--- src/sfi_ram.sv ---
// ---------------------------------------------------------------------------
// sfi_ram: generic simple dual-port RAM
// One write port, one read port, read data registered.
// ---------------------------------------------------------------------------
module sfi_ram #(
   parameter int WIDTH = 24,
   parameter int DEPTH = 128
) (
   input  logic                     clock,
   input  logic                     wr_en,
   input  logic [$clog2(DEPTH)-1:0] wr_addr,
   input  logic [WIDTH-1:0]         wr_data,
   input  logic [$clog2(DEPTH)-1:0] rd_addr,
   output logic [WIDTH-1:0]         rd_data
);

   logic [WIDTH-1:0] mem_ff [DEPTH];
   logic [WIDTH-1:0] rd_data_ff;

   always_ff @(posedge clock) begin
      if (wr_en) begin
         mem_ff[wr_addr] <= wr_data;
      end
      rd_data_ff <= mem_ff[rd_addr];
   end

   assign rd_data = rd_data_ff;

endmodule

--- config.mk ---
export PLATFORM = sky130hd
export DESIGN_NAME = sfi_ram
export DESIGN_NICKNAME = d
export VERILOG_FILES = /design/src/sfi_ram.sv
export SDC_FILE = /design/constraint.sdc
export NUM_CORES = 2
export LEC_CHECK = 0
export BUFFER_PORTS_ARGS = -buffer_cell sky130_fd_sc_hd__clkbuf_2
export CAP_MARGIN = 20
export CORE_MARGIN = 2
export CORE_UTILIZATION = 63
export DETAILED_ROUTE_END_ITERATION = 16
export PLACE_DENSITY = 0.83
export SETUP_SLACK_MARGIN = 0.5
export SYNTH_ARGS = -nofsm -noshare
export SYNTH_HDL_FRONTEND = slang
export SYNTH_SLANG_ARGS = --single-unit
--- constraint.sdc ---
create_clock -name clock -period 4.2 [get_ports clock]
set_input_delay 0.42 -clock clock [delete_from_list [all_inputs] [get_ports clock]]
set_output_delay 0.42 -clock clock [all_outputs]
set_load 0.05 [all_outputs]
Yosys cells after proc, flatten, opt, wreduce, memory -nomap -nowiden
Memory sizes are Yosys's and may differ from the RTL's. A register that Yosys moved wholly into a read port is not among the register bits.
Index checks and enable logic that the tools add are counted.

storage, ports and cells
  memories kept = 1
  register bits = 0
  output and inout port bits = 24
  memory bits (writable) = 3072

cells by class
  mux-type cells = 2

memories
  memory  depth  bits a word  rd ports  clocked after Yosys merged registers in  write ports  RTL line  text
  mem_ff  128    24           1         1                                        1            17        logic [WIDTH-1:0] mem_ff [DEPTH];

operator list
  operator           number
  1-bit two-way mux  2

Logic depth before layout (Yosys ltp)
  depth in word-level cells = 2
  mapped depth = 8

Worst setup path before layout
OpenSTA, ideal clock, no wires.

  kind = input-to-reg
  start point = input wr_en
  end point = memory mem_ff[98][0] (enable)
  path buffers = 1
  stages = 3
  data arrival time = 2661 ps
  data required time = 3765 ps
  slack = 1104 ps
  cell sequence = clkbuf_1 > nand4_1 > nor3_1

between the ends
  word-level cells in the longest chain between the ends = 2

RTL lines
  what                                     RTL line  text
  start, declared                          10        input logic wr_en,
  1-bit two-way mux                        21        if (wr_en) begin
  1-bit two-way mux (not written as such)  22        mem_ff[wr_addr] <= wr_data;
  end, declared                            17

Every way passes these cells.

==> qor_table.md <==
| Item | This run |
| --- | --- |
| Largest voltage drop on the vdd net | 0.4144 mV |
| Layout-stage area growth over the synthesis result | 13.38% |
| Rel. slew slack | 8.792% |
| Capturing element type of the critical path | register |
| Worst hold stages | 1 |
| Remaining global-route overflow | 0 |
| Post-cts repair resize count | 0 |
| Class of the most critical setup path | input port to register |
| Clock Tree Buf Depth | 4 |
| Setup repair bufs after CTS | 0 |
| Fraction of the mapped netlist area in simple logic gates | 0.5937% |
| Worst hold slack across all endpoints | 0.07083 ns |
| Synth Instances | 4538 |
| Setup repair after global routing missed its margin | no |
| Number of buffers created by CTS | 307 |
| Cell family with most CP delay | multiplexers |
| Maximum cell stage delay along the critical path | 0.57 ns |
| Multiplexer area fraction after synthesis | 19.57% |
| Part of the Yosys area used for sequential elements | 79.00% |
| Hold WC Path Type | input port to register |
| Share of post-route cells with drive strength above 1 | 37.37% |
| Number of rows created at floorplan | 158 |
| Required time of the worst setup path | 5.02 ns |
| Remaining antenna violation count after routing | 0 |
| Design Area, Final | 0.1331 mm^2 |
| Number of violations of the max-capacitance limit | 0 |
| Setup-violating endpoint count in the final report | 0 |
| Post-route clock period utilization | 68.88% |
| Data arrival time of the worst path | 3.71 ns |
| Total global routing track utilization | 38.49% |
| Total DRC errors in the routed layout | 0 |
| Measured slew at the worst slew-check pin | 1.368 ns |
| Worst-case hold path end point | mem_ff[21][11]$_DFFE_PP_ |
| Weighted congestion reported at the end of routability-driven placement | 0.8788 |
| Number of antenna violations at the first check in global routing | 39 |
| Hold violation count in the final report | 0 |
| LEAKAGE | 41.34 nW |
| Vertical die dimension | 435.6 um |
| Xor and xnor area share after synthesis | 0% |
| Max-slew violation count | 0 |
| Cell with the largest stage delay on the worst path | sky130_fd_sc_hd__mux4_2 |
| Post-synthesis adder-cell area fraction | 0% |
| R2R cell count | 4 |
| Number of hold buffers added after cts | 2 |
| Final clock skew | 0.05949 ns |
| Initial core utilization | 63.37% |
| Maximum number of pins on one net before global-route repair | 98 |
| Min-Delay Startpoint | wr_data[11] |
| Routed wire length per instance | 46.89 um |
| Footprint of the multi-input gates | 0.02402 mm^2 |
| Initial detailed-routing violation count | 12.94k |
| Clock sink count | 3096 |
| Flop and latch count out of synthesis | 3096 |
| Post-detail-place hpwl | 176.2 mm |
| Clock latency reported for the late side of the worst-skew pair | 0.96 ns |
| Power per standard cell area | 492.4 mW/mm^2 |
| Kind of launch point of the worst setup path | input port |
| Net count of the mapped netlist | 4578 |
| Setup slack of the worst register-to-register path | 1.44 ns |
| Root Buffer Master | sky130_fd_sc_hd__clkbuf_16 |
| Count of TritonRoute iterations in the first routing pass | 6 |
| Reg-to-reg critical path startpoint | mem_ff[18][19]$_DFFE_PP_ |
| Fin nets | 5022 |
| Outcome | completed |
| Syn Std Cell Area | 0.1174 mm^2 |
| Clock-pin slew reported for the worst setup and hold paths after clock tree synthesis | 0.06 ns |
| Instance area at placement | 0.1231 mm^2 |
| Most common cell after layout, fill and taps aside | sky130_fd_sc_hd__edfxtp_1 |
| Die width | 435.6 um |
| Accumulated negative setup slack | 0 ns |
| Timing-limited maximum frequency | 345.7 MHz |
| Mean instance size in the synthesized netlist | 25.87 um^2 |
| Number of ports placed on the die boundary | 64 |
| H-tree depth | 5 |
| Start point of the critical path | rd_addr[0] |
| Ratio of routed vias to standard cells | 7.762 |
| Filler Cell Count | 9014 |
| Largest fanout on the critical path | 33 |
| Number of buffers added on ports | 63 |
| Die Outline Area | 0.1898 mm^2 |
| Largest family of logic cells by synthesized area | multiplexers |
| Core Footprint | 0.1852 mm^2 |
| Complex-gate fraction of the synthesized area | 0% |
| Distinct cell type count after synthesis | 16 |
| First-pass GRT wire length | 496.5 mm |
| DRT Wirelength | 360.8 mm |
| Area of all sequential standard cells | 0.09273 mm^2 |
| Routed via count | 59.72k |
| Reg-to-reg critical path endpoint | rd_data[19]$_DFF_P_ |
| Via count of the first global-routing pass | 59.74k |
| Cell breakdown of the critical path | buf_12 > buf_12 > buf_12 > buf_4 > mux4_2 > mux4_2 > mux4_2 > mux2_2 |
| Most frequent cells in the layout | 3072 x sky130_fd_sc_hd__edfxtp_1, 1008 x sky130_fd_sc_hd__mux4_2, 315 x sky130_fd_sc_hd__clkbuf_16 |
| Critical path buffer and inverter count | 4 |
| Min Tclk post-route | 2.893 ns |
| TritonCTS clock tree | yes |
| Yosys Warn Count | 0 |
==> per-layer routing <==
layer / vias up / GRT usage, % / share of wire, %
li1: 20780 / - / -
met1: 30720 / 49.30 / 30
met2: 6679 / 59.03 / 47
met3: 1496 / 11.71 / 15
met4: 40 / 23.16 / 7.9
met5: - / 0 / 0.072
==> worst max path at each step <==
stage	endpoint	slack (ns)	cells past startpoint
2_1_floorplan	mem_ff[98][0]$_DFFE_PP_	1.10	3
3_3_place_gp	rd_data[21]$_DFF_P_	0.52	7
3_5_place_dp	rd_data[21]$_DFF_P_	0.51	7
4_1_cts	rd_data[1]$_DFF_P_	1.44	7
5_1_grt	rd_data[13]$_DFF_P_	1.35	8
6_report	rd_data[13]$_DFF_P_	1.31	8
==> synthesized netlist by cell type <==
library cell,instances,area [um^2]
sky130_fd_sc_hd__edfxtp_1,3072,92250
sky130_fd_sc_hd__mux4_2,1008,22700
sky130_fd_sc_hd__clkbuf_1,151,566.8
sky130_fd_sc_hd__nor2_1,122,457.9
sky130_fd_sc_hd__buf_2,60,300.3
sky130_fd_sc_hd__buf_1,28,105.1
sky130_fd_sc_hd__dfxtp_1,24,480.5
sky130_fd_sc_hd__mux2_2,24,270.3
sky130_fd_sc_hd__nand2_1,14,52.55
sky130_fd_sc_hd__nand3_1,12,60.06
sky130_fd_sc_hd__nor3_1,9,45.04
sky130_fd_sc_hd__nor2b_1,7,43.79
sky130_fd_sc_hd__nand4_1,3,18.77
sky130_fd_sc_hd__nand2b_1,2,12.51
sky130_fd_sc_hd__buf_6,1,11.26
sky130_fd_sc_hd__or3_1,1,6.260
==> through the flow <==
stage                     cells  util [%]  worst slack, ns  total power (W)
after floorplan            4538         -            1.104          0.03661
after global placement     7132     66.43           0.5230          0.03817
after detailed placement   7133     66.44           0.5116          0.03832
after CTS                  7664     71.65            1.439          0.06533
after global routing       7685     71.83            1.353          0.06647
final                      7694     71.85            1.307          0.06552
==> where the power goes <==
group	switching, W	internal, W
clock	0.0120	0.0155
combinational	0.00236	0.00135
sequential	0.000171	0.0341
==> state kept, by name, indices dropped and copies added, names as in the netlist <==
name / flops
mem_ff: 3072
rd_data: 24
==> worst register-to-register path: stages, from the launching register on <==
cell and delay, ns:
sky130_fd_sc_hd__edfxtp_1 0.49, sky130_fd_sc_hd__mux4_2 0.60, sky130_fd_sc_hd__mux4_2 0.64, sky130_fd_sc_hd__mux4_2 0.61, sky130_fd_sc_hd__mux2_2 0.31
==> cells by family (layout without fill, tap and decap cells) <==
kind of cell           count (synthesis)  count (layout)
multiplexers                        1032            1032
buffers and inverters                240             904
flip-flops                          3096            3096
other                                  0              12
AND/OR/NAND/NOR                      170             170
==> layout make-up <==
type / instances / area share (%)
Antenna cell: 12 / 0.02256
Timing Repair Buffer: 375 / 2.685
Clock inverter: 148 / 1.080
Tap cell: 2480 / 2.332
Multi-Input combinational cell: 1202 / 18.05
Clock buffer: 381 / 6.154
Sequential cell: 3096 / 69.68
(Power assumes the default switching activity.)
