`src/sfi_pkg.sv`:
```
// ---------------------------------------------------------------------------
// sfi_pkg: shared types and constants of the stereo FIR interpolator
// Field widths, Q-format limits, item kind codes, register indexes, the
// sequencer state type and the control bundles between the sub-blocks.
// ---------------------------------------------------------------------------
package sfi_pkg;

   // Q1.23 sample and coefficient format
   localparam int SAMPLE_W   = 24;
   localparam int PROD_W     = 2 * SAMPLE_W;
   localparam int FRAC_BITS  = 23;
   localparam int Q_MAX      = 8388607;
   localparam int Q_MIN      = -8388608;

   // Field and register widths
   localparam int COEF_IDX_W = 7;
   localparam int RATIO_W    = 5;
   localparam int TAPS_W     = 8;
   localparam int CSR_IDX_W  = 2;
   localparam int CSR_DATA_W = 8;

   // Item kinds
   localparam logic KIND_SAMPLE = 1'b0;
   localparam logic KIND_COEF   = 1'b1;

   // Register indexes
   localparam logic [CSR_IDX_W-1:0] CSR_RATIO_L   = 2'd0;
   localparam logic [CSR_IDX_W-1:0] CSR_TAP_COUNT = 2'd1;

   // Register reset values
   localparam logic [RATIO_W-1:0] RATIO_RESET = 5'd1;
   localparam logic [TAPS_W-1:0]  TAPS_RESET  = 8'd128;

   // Sequencer states
   typedef enum logic [2:0] {
      ST_CLEAR,
      ST_IDLE,
      ST_WRITE,
      ST_MAC,
      ST_DRAIN,
      ST_SCALE,
      ST_ROUND
   } sfi_state_type;

   // Commands to the multiply-accumulate unit
   typedef struct packed {
      logic clear;
      logic issue;
      logic scale;
   } sfi_mac_ctl_type;

   // Sequencer status toward the top level
   typedef struct packed {
      logic req_ready;
      logic clearing;
      logic write_sample;
      logic zero_fill;
      logic out_load;
      logic out_last;
   } sfi_seq_flags_type;

endpackage

```
`src/sfi_seq.sv`:
```
// ---------------------------------------------------------------------------
// sfi_seq: sequencer of the stereo FIR interpolator
// Clearing pass, delay line writes, tap walk, drain, gain and output
// phases for each of the L results of a sample item.
// ---------------------------------------------------------------------------
module sfi_seq #(
   parameter int MAX_TAPS  = 128,
   parameter int MAX_RATIO = 16
) (
   input  logic                                clock,
   input  logic                                reset,
   input  logic [$clog2(MAX_TAPS+1)-1:0]       taps_eff,
   input  logic [$clog2(MAX_RATIO+1)-1:0]      lr_eff,
   input  logic                                req_fire,
   input  logic                                req_kind,
   input  logic                                out_free,
   output sfi_pkg::sfi_mac_ctl_type            mac_ctl,
   output sfi_pkg::sfi_seq_flags_type          flags,
   output logic [$clog2(MAX_TAPS)-1:0]         clr_addr,
   output logic [$clog2(MAX_TAPS)-1:0]         wr_addr,
   output logic [$clog2(MAX_TAPS)-1:0]         dl_rd_addr,
   output logic [$clog2(MAX_TAPS)-1:0]         cf_rd_addr
);
   import sfi_pkg::*;

   localparam int AW = $clog2(MAX_TAPS);
   localparam int TW = $clog2(MAX_TAPS+1);
   localparam int RW = $clog2(MAX_RATIO+1);
   localparam int PW = $clog2(MAX_RATIO);

   sfi_state_type state_ff, state_in;
   logic [AW-1:0] clr_ff, clr_in;
   logic [AW-1:0] wpos_ff, wpos_in;
   logic [PW-1:0] phase_ff, phase_in;
   logic [AW-1:0] tap_ff, tap_in;
   logic [AW-1:0] rd_ff, rd_in;
   logic          drain_ff, drain_in;

   logic [AW-1:0] wr_addr_c;
   logic [TW-1:0] wpos_inc;
   logic [AW-1:0] wpos_next;
   logic          clr_done;
   logic          tap_last;
   logic          phase_last;
   logic          sample_fire;

   // Position arithmetic; a stale write position restarts at zero
   always_comb begin
      wr_addr_c   = (TW'(wpos_ff) >= taps_eff) ? '0 : wpos_ff;
      wpos_inc    = TW'(wr_addr_c) + TW'(1);
      wpos_next   = (wpos_inc >= taps_eff) ? '0 : AW'(wpos_inc);
      clr_done    = (clr_ff == AW'(MAX_TAPS - 1));
      tap_last    = (TW'(tap_ff) == taps_eff - TW'(1));
      phase_last  = (RW'(phase_ff) == lr_eff - RW'(1));
      sample_fire = req_fire && (req_kind == KIND_SAMPLE);
   end

   // Next state
   always_comb begin
      state_in = state_ff;
      unique case (state_ff)
         ST_CLEAR: if (clr_done) state_in = ST_IDLE;
         ST_IDLE:  if (sample_fire) state_in = ST_WRITE;
         ST_WRITE: state_in = ST_MAC;
         ST_MAC:   if (tap_last) state_in = ST_DRAIN;
         ST_DRAIN: if (drain_ff) state_in = ST_SCALE;
         ST_SCALE: state_in = ST_ROUND;
         ST_ROUND: begin
            if (out_free) begin
               state_in = phase_last ? ST_IDLE : ST_WRITE;
            end
         end
         default:  state_in = ST_IDLE;
      endcase
   end

   // Counters and positions
   always_comb begin
      clr_in   = clr_ff;
      wpos_in  = wpos_ff;
      phase_in = phase_ff;
      tap_in   = tap_ff;
      rd_in    = rd_ff;
      drain_in = drain_ff;
      unique case (state_ff)
         ST_CLEAR: clr_in = clr_ff + AW'(1);
         ST_IDLE:  if (sample_fire) phase_in = '0;
         ST_WRITE: begin
            wpos_in = wpos_next;
            tap_in  = '0;
            rd_in   = wr_addr_c;
         end
         ST_MAC: begin
            tap_in   = tap_ff + AW'(1);
            rd_in    = (rd_ff == '0) ? AW'(taps_eff - TW'(1)) : rd_ff - AW'(1);
            drain_in = 1'b0;
         end
         ST_DRAIN: drain_in = 1'b1;
         ST_SCALE: ;
         ST_ROUND: begin
            if (out_free) begin
               phase_in = phase_last ? '0 : phase_ff + PW'(1);
            end
         end
         default: ;
      endcase
   end

   // Outputs
   always_comb begin
      mac_ctl            = '0;
      flags              = '0;
      flags.zero_fill    = (phase_ff != '0);
      flags.out_last     = phase_last;
      unique case (state_ff)
         ST_CLEAR: flags.clearing = 1'b1;
         ST_IDLE:  flags.req_ready = 1'b1;
         ST_WRITE: begin
            flags.write_sample = 1'b1;
            mac_ctl.clear      = 1'b1;
         end
         ST_MAC:   mac_ctl.issue = 1'b1;
         ST_DRAIN: ;
         ST_SCALE: mac_ctl.scale = 1'b1;
         ST_ROUND: flags.out_load = out_free;
         default: ;
      endcase
   end

   assign clr_addr   = clr_ff;
   assign wr_addr    = wr_addr_c;
   assign dl_rd_addr = rd_ff;
   assign cf_rd_addr = tap_ff;

   always_ff @(posedge clock) begin
      if (reset) begin
         state_ff <= ST_CLEAR;
         clr_ff   <= '0;
         wpos_ff  <= '0;
         phase_ff <= '0;
         tap_ff   <= '0;
         rd_ff    <= '0;
         drain_ff <= 1'b0;
      end else begin
         state_ff <= state_in;
         clr_ff   <= clr_in;
         wpos_ff  <= wpos_in;
         phase_ff <= phase_in;
         tap_ff   <= tap_in;
         rd_ff    <= rd_in;
         drain_ff <= drain_in;
      end
   end

endmodule

```
`config.mk`:
```
export PLATFORM = sky130hd
export DESIGN_NAME = sfi_seq
export DESIGN_NICKNAME = d
export VERILOG_FILES = /design/src/sfi_pkg.sv /design/src/sfi_seq.sv
export SDC_FILE = /design/constraint.sdc
export NUM_CORES = 1
export LEC_CHECK = 0
export BUFFER_PORTS_ARGS = -buffer_cell sky130_fd_sc_hd__buf_2
export CAP_MARGIN = 20
export CORE_MARGIN = 5
export CORE_UTILIZATION = 40
export DETAILED_ROUTE_END_ITERATION = 10
export PLACE_DENSITY = 0.72
export SYNTH_ARGS = -nofsm -noshare
export SYNTH_HDL_FRONTEND = slang
export SYNTH_SLANG_ARGS = --single-unit
```
`constraint.sdc`:
```
create_clock -name clock -period 4.4 [get_ports clock]
set_input_delay 0.44 -clock clock [delete_from_list [all_inputs] [get_ports clock]]
set_output_delay 0.44 -clock clock [all_outputs]
set_load 0.05 [all_outputs]
```
# --- After elaboration in Yosys (flattened, before gate mapping) ---
# Index checks and enable logic that the tools add are counted.
totals:
  ff_bits: 36
  inputBits: 18
  wordCells: 63
op_classes:
  addsub: 7
  magnitude_cmp: 2
  n_eq_ne: 14
  n_mux: 23
  n_bitwise: 1
  n_reduce_logical: 9
op_table:
  columns: ["operator", "n"]
  rows:
  - ["7-bit one-hot mux with 2 select lines", 2]
  - ["7-bit two-way mux", 3]
  - ["3-bit one-hot mux with 7 select lines", 1]
  - ["3-bit two-way mux", 5]
  - ["7-bit by 1-bit adder with 7-bit output, second input constant", 2]
  - ["4-bit two-way mux", 3]
  - ["2-bit != test, second input constant", 5]
  - ["3-bit equality test, second input constant", 3]
  - ["7-bit by 1-bit adder with 8-bit output, second input constant", 1]
  - ["7-bit by 8-bit equality test with 1-bit output", 1]
  - ["7-bit by 8-bit >= comparator with 1-bit output", 1]
  - ["8-bit >= comparator", 1]
  - ["4-bit one-hot mux with 2 select lines", 1]
  - ["8-bit by 1-bit subtractor with 8-bit output, second input constant", 1]
  - ["7-bit equality test, second input constant", 1]
  - ["7-bit logical NOT", 1]
  - ["7-bit by 1-bit subtractor with 7-bit output, second input constant", 1]
  - ["3-bit by 2-bit equality test with 1-bit output, second input constant", 2]
  - ["1-bit two-way mux", 6]
  - ["2-bit nonzero test", 3]
  - ["4-bit by 5-bit equality test with 1-bit output", 1]
  - ["5-bit AND reduction", 1]
  - ["5-bit by 1-bit subtractor with 5-bit output, second input constant", 1]
  - ["4-bit by 1-bit adder with 4-bit output, second input constant", 1]
  - ["8 further kinds", 8]

# --- Depth between registers and ports, before layout ---
depth:
  ltp_word: 5
  depth_mapped: 20

# --- Worst setup path after synthesis ---
# Ideal clock, no wire load.
synth_path:
  kind: "input-to-reg"
  start: "in taps_eff[4]"
  end: "reg wpos_ff[3]"
  setup_ns: 0.070
  arrival_time_ns: 4.564
  t_required_ns: 4.330
  slack_ns: -0.235
  stages: 20
  path_cell_list: "clkbuf_1 -> inv_1 -> ha_1 -> a21oi_1 -> o21ai_0 -> a21oi_1 -> or2_2 -> clkbuf_1 -> and2_1 -> ha_1 -> and3_1 -> nand3_1 -> or2_2 -> a21oi_1 -> ha_1 -> a21o_1 -> a211oi_1 -> o221ai_1 -> a21o_1 -> a21oi_1"
synth_between:
  elab_chain_len: 5
synth_lines:
  columns: ["item", "line", "rtl"]
  rows:
  - ["start, declared", "sfi_seq.sv:12", "input logic [$clog2(MAX_TAPS+1)-1:0] taps_eff,"]
  - ["7-bit by 8-bit >= comparator with 1-bit output (*)", "sfi_seq.sv:49", "wr_addr_c = (TW'(wpos_ff) >= taps_eff) ? '0 : wpos_ff;"]
  - ["7-bit two-way mux (*)", "sfi_seq.sv:49", null]
  - ["via wr_addr[1]", "sfi_seq.sv:20", "output logic [$clog2(MAX_TAPS)-1:0] wr_addr,"]
  - ["7-bit by 1-bit adder with 8-bit output (*)", "sfi_seq.sv:50", "wpos_inc = TW'(wr_addr_c) + TW'(1);"]
  - ["8-bit >= comparator", "sfi_seq.sv:51", "wpos_next = (wpos_inc >= taps_eff) ? '0 : AW'(wpos_inc);"]
  - ["7-bit two-way mux (*)", "sfi_seq.sv:51", null]
  - ["end signal, assigned", "sfi_seq.sv:147", "wpos_ff <= wpos_in;"]
  - ["end, declared", "sfi_seq.sv:33", "logic [AW-1:0] wpos_ff, wpos_in;"]
# Mark *: on every way through the listed nets, which the timed path passes. The rest lies on a longest branch.
# A chain may end at the register's enable or synchronous reset.

# --- Worst setup path after layout ---
layout_path:
  start: "reg wpos_ff[4]"
  end: "reg wpos_ff[4]"
layout_between:
  elab_chain_len: 5
layout_lines:
  columns: ["item", "line"]
  rows:
  - ["7-bit by 8-bit >= comparator with 1-bit output", "sfi_seq.sv:49"]
  - ["7-bit two-way mux (*)", "sfi_seq.sv:49"]
  - ["7-bit by 1-bit adder with 8-bit output (*)", "sfi_seq.sv:50"]
  - ["8-bit >= comparator", "sfi_seq.sv:51"]
  - ["7-bit two-way mux (*)", "sfi_seq.sv:51"]
# Mark *: on every way between the ends. The rest lies on a longest branch, timed or not.

==> impl_metrics.json <==
{
  "status": "completed",
  "synth_area_leaders": "dfxtp_1 (26%), ha_1 (11%), a21oi_1 (6.5%)",
  "yosys_warnings": 0,
  "dieWidth_microns": 93.31,
  "slew_headroom_pct": 41.24,
  "cts_root_buf": "clkbuf_8",
  "grt.total_usage_pct": 16.76,
  "grt_pass1_vias": 2614,
  "synth_top_area_share_pct": 25.96,
  "diodes": 0,
  "dr.pass1.iters": 4,
  "synth.most_common_cell": "nor2_1",
  "htreeDepth": 2,
  "post-cts-setup-buffers": 0,
  "ir_drop_uv": 159.6,
  "multi_input_area_sq_mm": 0.001897,
  "cts_sinks": 36,
  "grt_overflow": 0,
  "detailed_place_hpwl_microns": 5520,
  "drive_above_1_share_pct": 17.03,
  "period_minus_slack_ns": 4.065,
  "tritoncts": "yes",
  "cts_resized": 0,
  "tns_ns": 0,
  "cts_buffers": 5,
  "p_leak_nw": 1.404,
  "yosysTopAreaCell": "dfxtp_1",
  "cp_data_required_time_ns": 4.62,
  "die-area_sq_mm": 0.008707,
  "layout.nets": 458,
  "clk_latency_ns": 0.30,
  "synthArstFlopShare_pct": 0,
  "synth_edf_count": 0,
  "rsz0062_at_grt": "false",
  "synth_ff_type": "dfxtp_1",
  "crit_arrival_ns": 4.29,
  "critPathLaunchType": "flop",
  "seq_area_sq_um": 720.7,
  "routed_wl_microns": 7205,
  "area_growth_pct": 16.99,
  "power_density_mw_per_mm2": 317.2,
  "critPathMaxFanout": 8,
  "synthCells": 371,
  "die-height_microns": 93.31,
  "io_pins": 55,
  "clkTransAtPathRegs_ns": 0.07,
  "start_util_pct": 41.09,
  "fmax_mhz": 246.0,
  "p_total_mw": 1.030,
  "drt_iter0_markers": 160,
  "routabilityCongestion": 0.9698,
  "ys_ff_latch": 36,
  "seq_area_frac_synth_pct": 25.96,
  "worst-setup-path-type": "reg2reg",
  "hp-class": "reg2reg",
  "antenna_left": 0,
  "antenna_found_initial": 0,
  "drc": 0,
  "port_buffers": 54,
  "post-route-util_pct": 48.07,
  "slew_viol_final": 0,
  "avgViaCountPerCell": 5.475,
  "hold_viol": 0,
  "core_sq_mm": 0.006756,
  "synth.cells.most_frequent": "nor2_1 (38), a21oi_1 (36), dfxtp_1 (36)",
  "setup_violations": 0,
  "synth.distinct_cells": 49,
  "fill_cells": 704,
  "avgSynthCellArea_sq_um": 7.484,
  "cts_hold_buf": 0,
  "grt_max_degree": 36,
  "grt_pass1_wl_microns": 11900,
  "worst_clock_skew_ns": 0.01018,
  "vias": 2721,
  "r2r_slack_ns": 0.33,
  "core.rowCount": 30,
  "period_share_pct": 92.39,
  "cts_buffer_depth": 2,
  "synth_area_sq_mm": 0.002776,
  "wl_per_cell_microns": 14.50,
  "syn-num-nets": 413,
  "crit_path_end_kind": "flop",
  "max_cap_violations": 0,
  "worst_slew_pin_slew_ns": 0.8802
}
## sequential cells by signal (all words and copies together) (netlist names)
name        flops
cf_rd_addr      7
clr_addr        7
dl_rd_addr      7
wpos_ff         7
phase_ff        4
state_ff        3
drain_ff        1
## layout by cell type, fill, tap and decap left out, drive strengths merged, types with 2 or more instances in the layout
| cell | netlist | final |
|---|---|---|
| a21oi | 36 | 36 |
| o21bai | 2 | 2 |
| mux2i | 4 | 4 |
| o211ai | 3 | 3 |
| nor3 | 10 | 10 |
| buf | 4 | 56 |
| inv | 23 | 23 |
| or4 | 2 | 2 |
| a31oi | 3 | 3 |
| and2 | 8 | 8 |
| nand4 | 4 | 4 |
| nand3b | 7 | 7 |
| nor4 | 4 | 4 |
| a211oi | 3 | 3 |
| o22ai | 2 | 2 |
| a22oi | 2 | 2 |
| clkbuf | 14 | 5 |
| nor3b | 3 | 3 |
| a21o | 6 | 6 |
| xor2 | 10 | 10 |
| nor2 | 39 | 39 |
| ha | 24 | 24 |
| dfxtp | 36 | 36 |
| nand3 | 14 | 14 |
| or2 | 3 | 3 |
| o31ai | 3 | 3 |
| nand2b | 10 | 10 |
| nand2 | 33 | 33 |
| o21ai | 17 | 17 |
| nor2b | 5 | 5 |
| bufinv | 0 | 3 |
| a311oi | 4 | 4 |
| and3 | 5 | 5 |
| xnor2 | 14 | 14 |
## area by class of cell
type | count | area share, %
repair buffers | 56 | 8.783
clock buffers | 5 | 2.119
well taps | 80 | 3.082
multi-input cells | 294 | 58.40
flip-flops and latches | 36 | 22.19
inverters | 23 | 2.658
clock inverters | 3 | 2.773
## critical path, stage by stage, from the launching register on
cell      delay (ns)
dfxtp_1         0.49
ha_1            0.30
a21oi_1         0.14
o21ai_0         0.11
a21oi_1         0.25
nor2_1          0.16
nor2_2          0.16
ha_1            0.21
and3_1          0.20
nand3_1         0.10
or2_2           0.31
a21oi_1         0.16
ha_1            0.26
a21o_1          0.18
a211oi_1        0.30
o221ai_1        0.30
a21o_1          0.23
a21oi_1         0.11
## report_power, final
group / switching (mW) / internal [mW] / leakage [nW]
clock network: 0.131 / 0.284 / 0.0784
registers: 0.0246 / 0.340 / 0.291
logic: 0.169 / 0.0814 / 1.03
total: 0.325 / 0.705 / 1.40
## per-stage QoR
step	area (sq um)	instances	hold slack, ns	worst slack, ns
2_1_floorplan	2781	371	0.4593	0.03420
3_3_place_gp	3089	489	0.4776	0.3358
3_5_place_dp	3089	489	0.4889	0.1522
4_1_cts	3248	497	0.4985	0.3947
5_1_grt	3248	497	0.5179	0.06224
6_report	3248	497	0.4936	0.3347
## path summary, 6_finish.rpt
| check | startpoint | endpoint | cells after the start |
|---|---|---|---|
| setup / recovery | wpos_ff[4] | wpos_ff[4] | 17 |
| hold / removal | drain_ff | drain_ff | 2 |
| setup reg to reg | wpos_ff[4] | wpos_ff[4] | 17 |
| hold reg to reg | drain_ff | drain_ff | 2 |
## layer usage
metal | up-vias | GRT usage, % | wire length, microns
met2 | 70 | 28.65 | 3477
met3 | 11 | 3.862 | 442
met5 | - | 0 | 0
met4 | 0 | 5.617 | 110
met1 | 1242 | 20.60 | 3175
li1 | 1398 | - | -
## cell families (layout without fill, tap and decap cells)
group                      after synthesis  count (layout)  synth area share (%)
buffers and inverters                   41              87                 5.903
AOI/OAI and AO/OA                       91              91                 20.28
and+or+nand+nor                        150             150                 27.22
adders and majority gates               24              24                 10.82
DFF                                     36              36                 25.96
muxes                                    4               4                 1.442
xor gates and xnor gates                25              25                 8.382
Note: power is estimated with default switching activity, not from simulation.
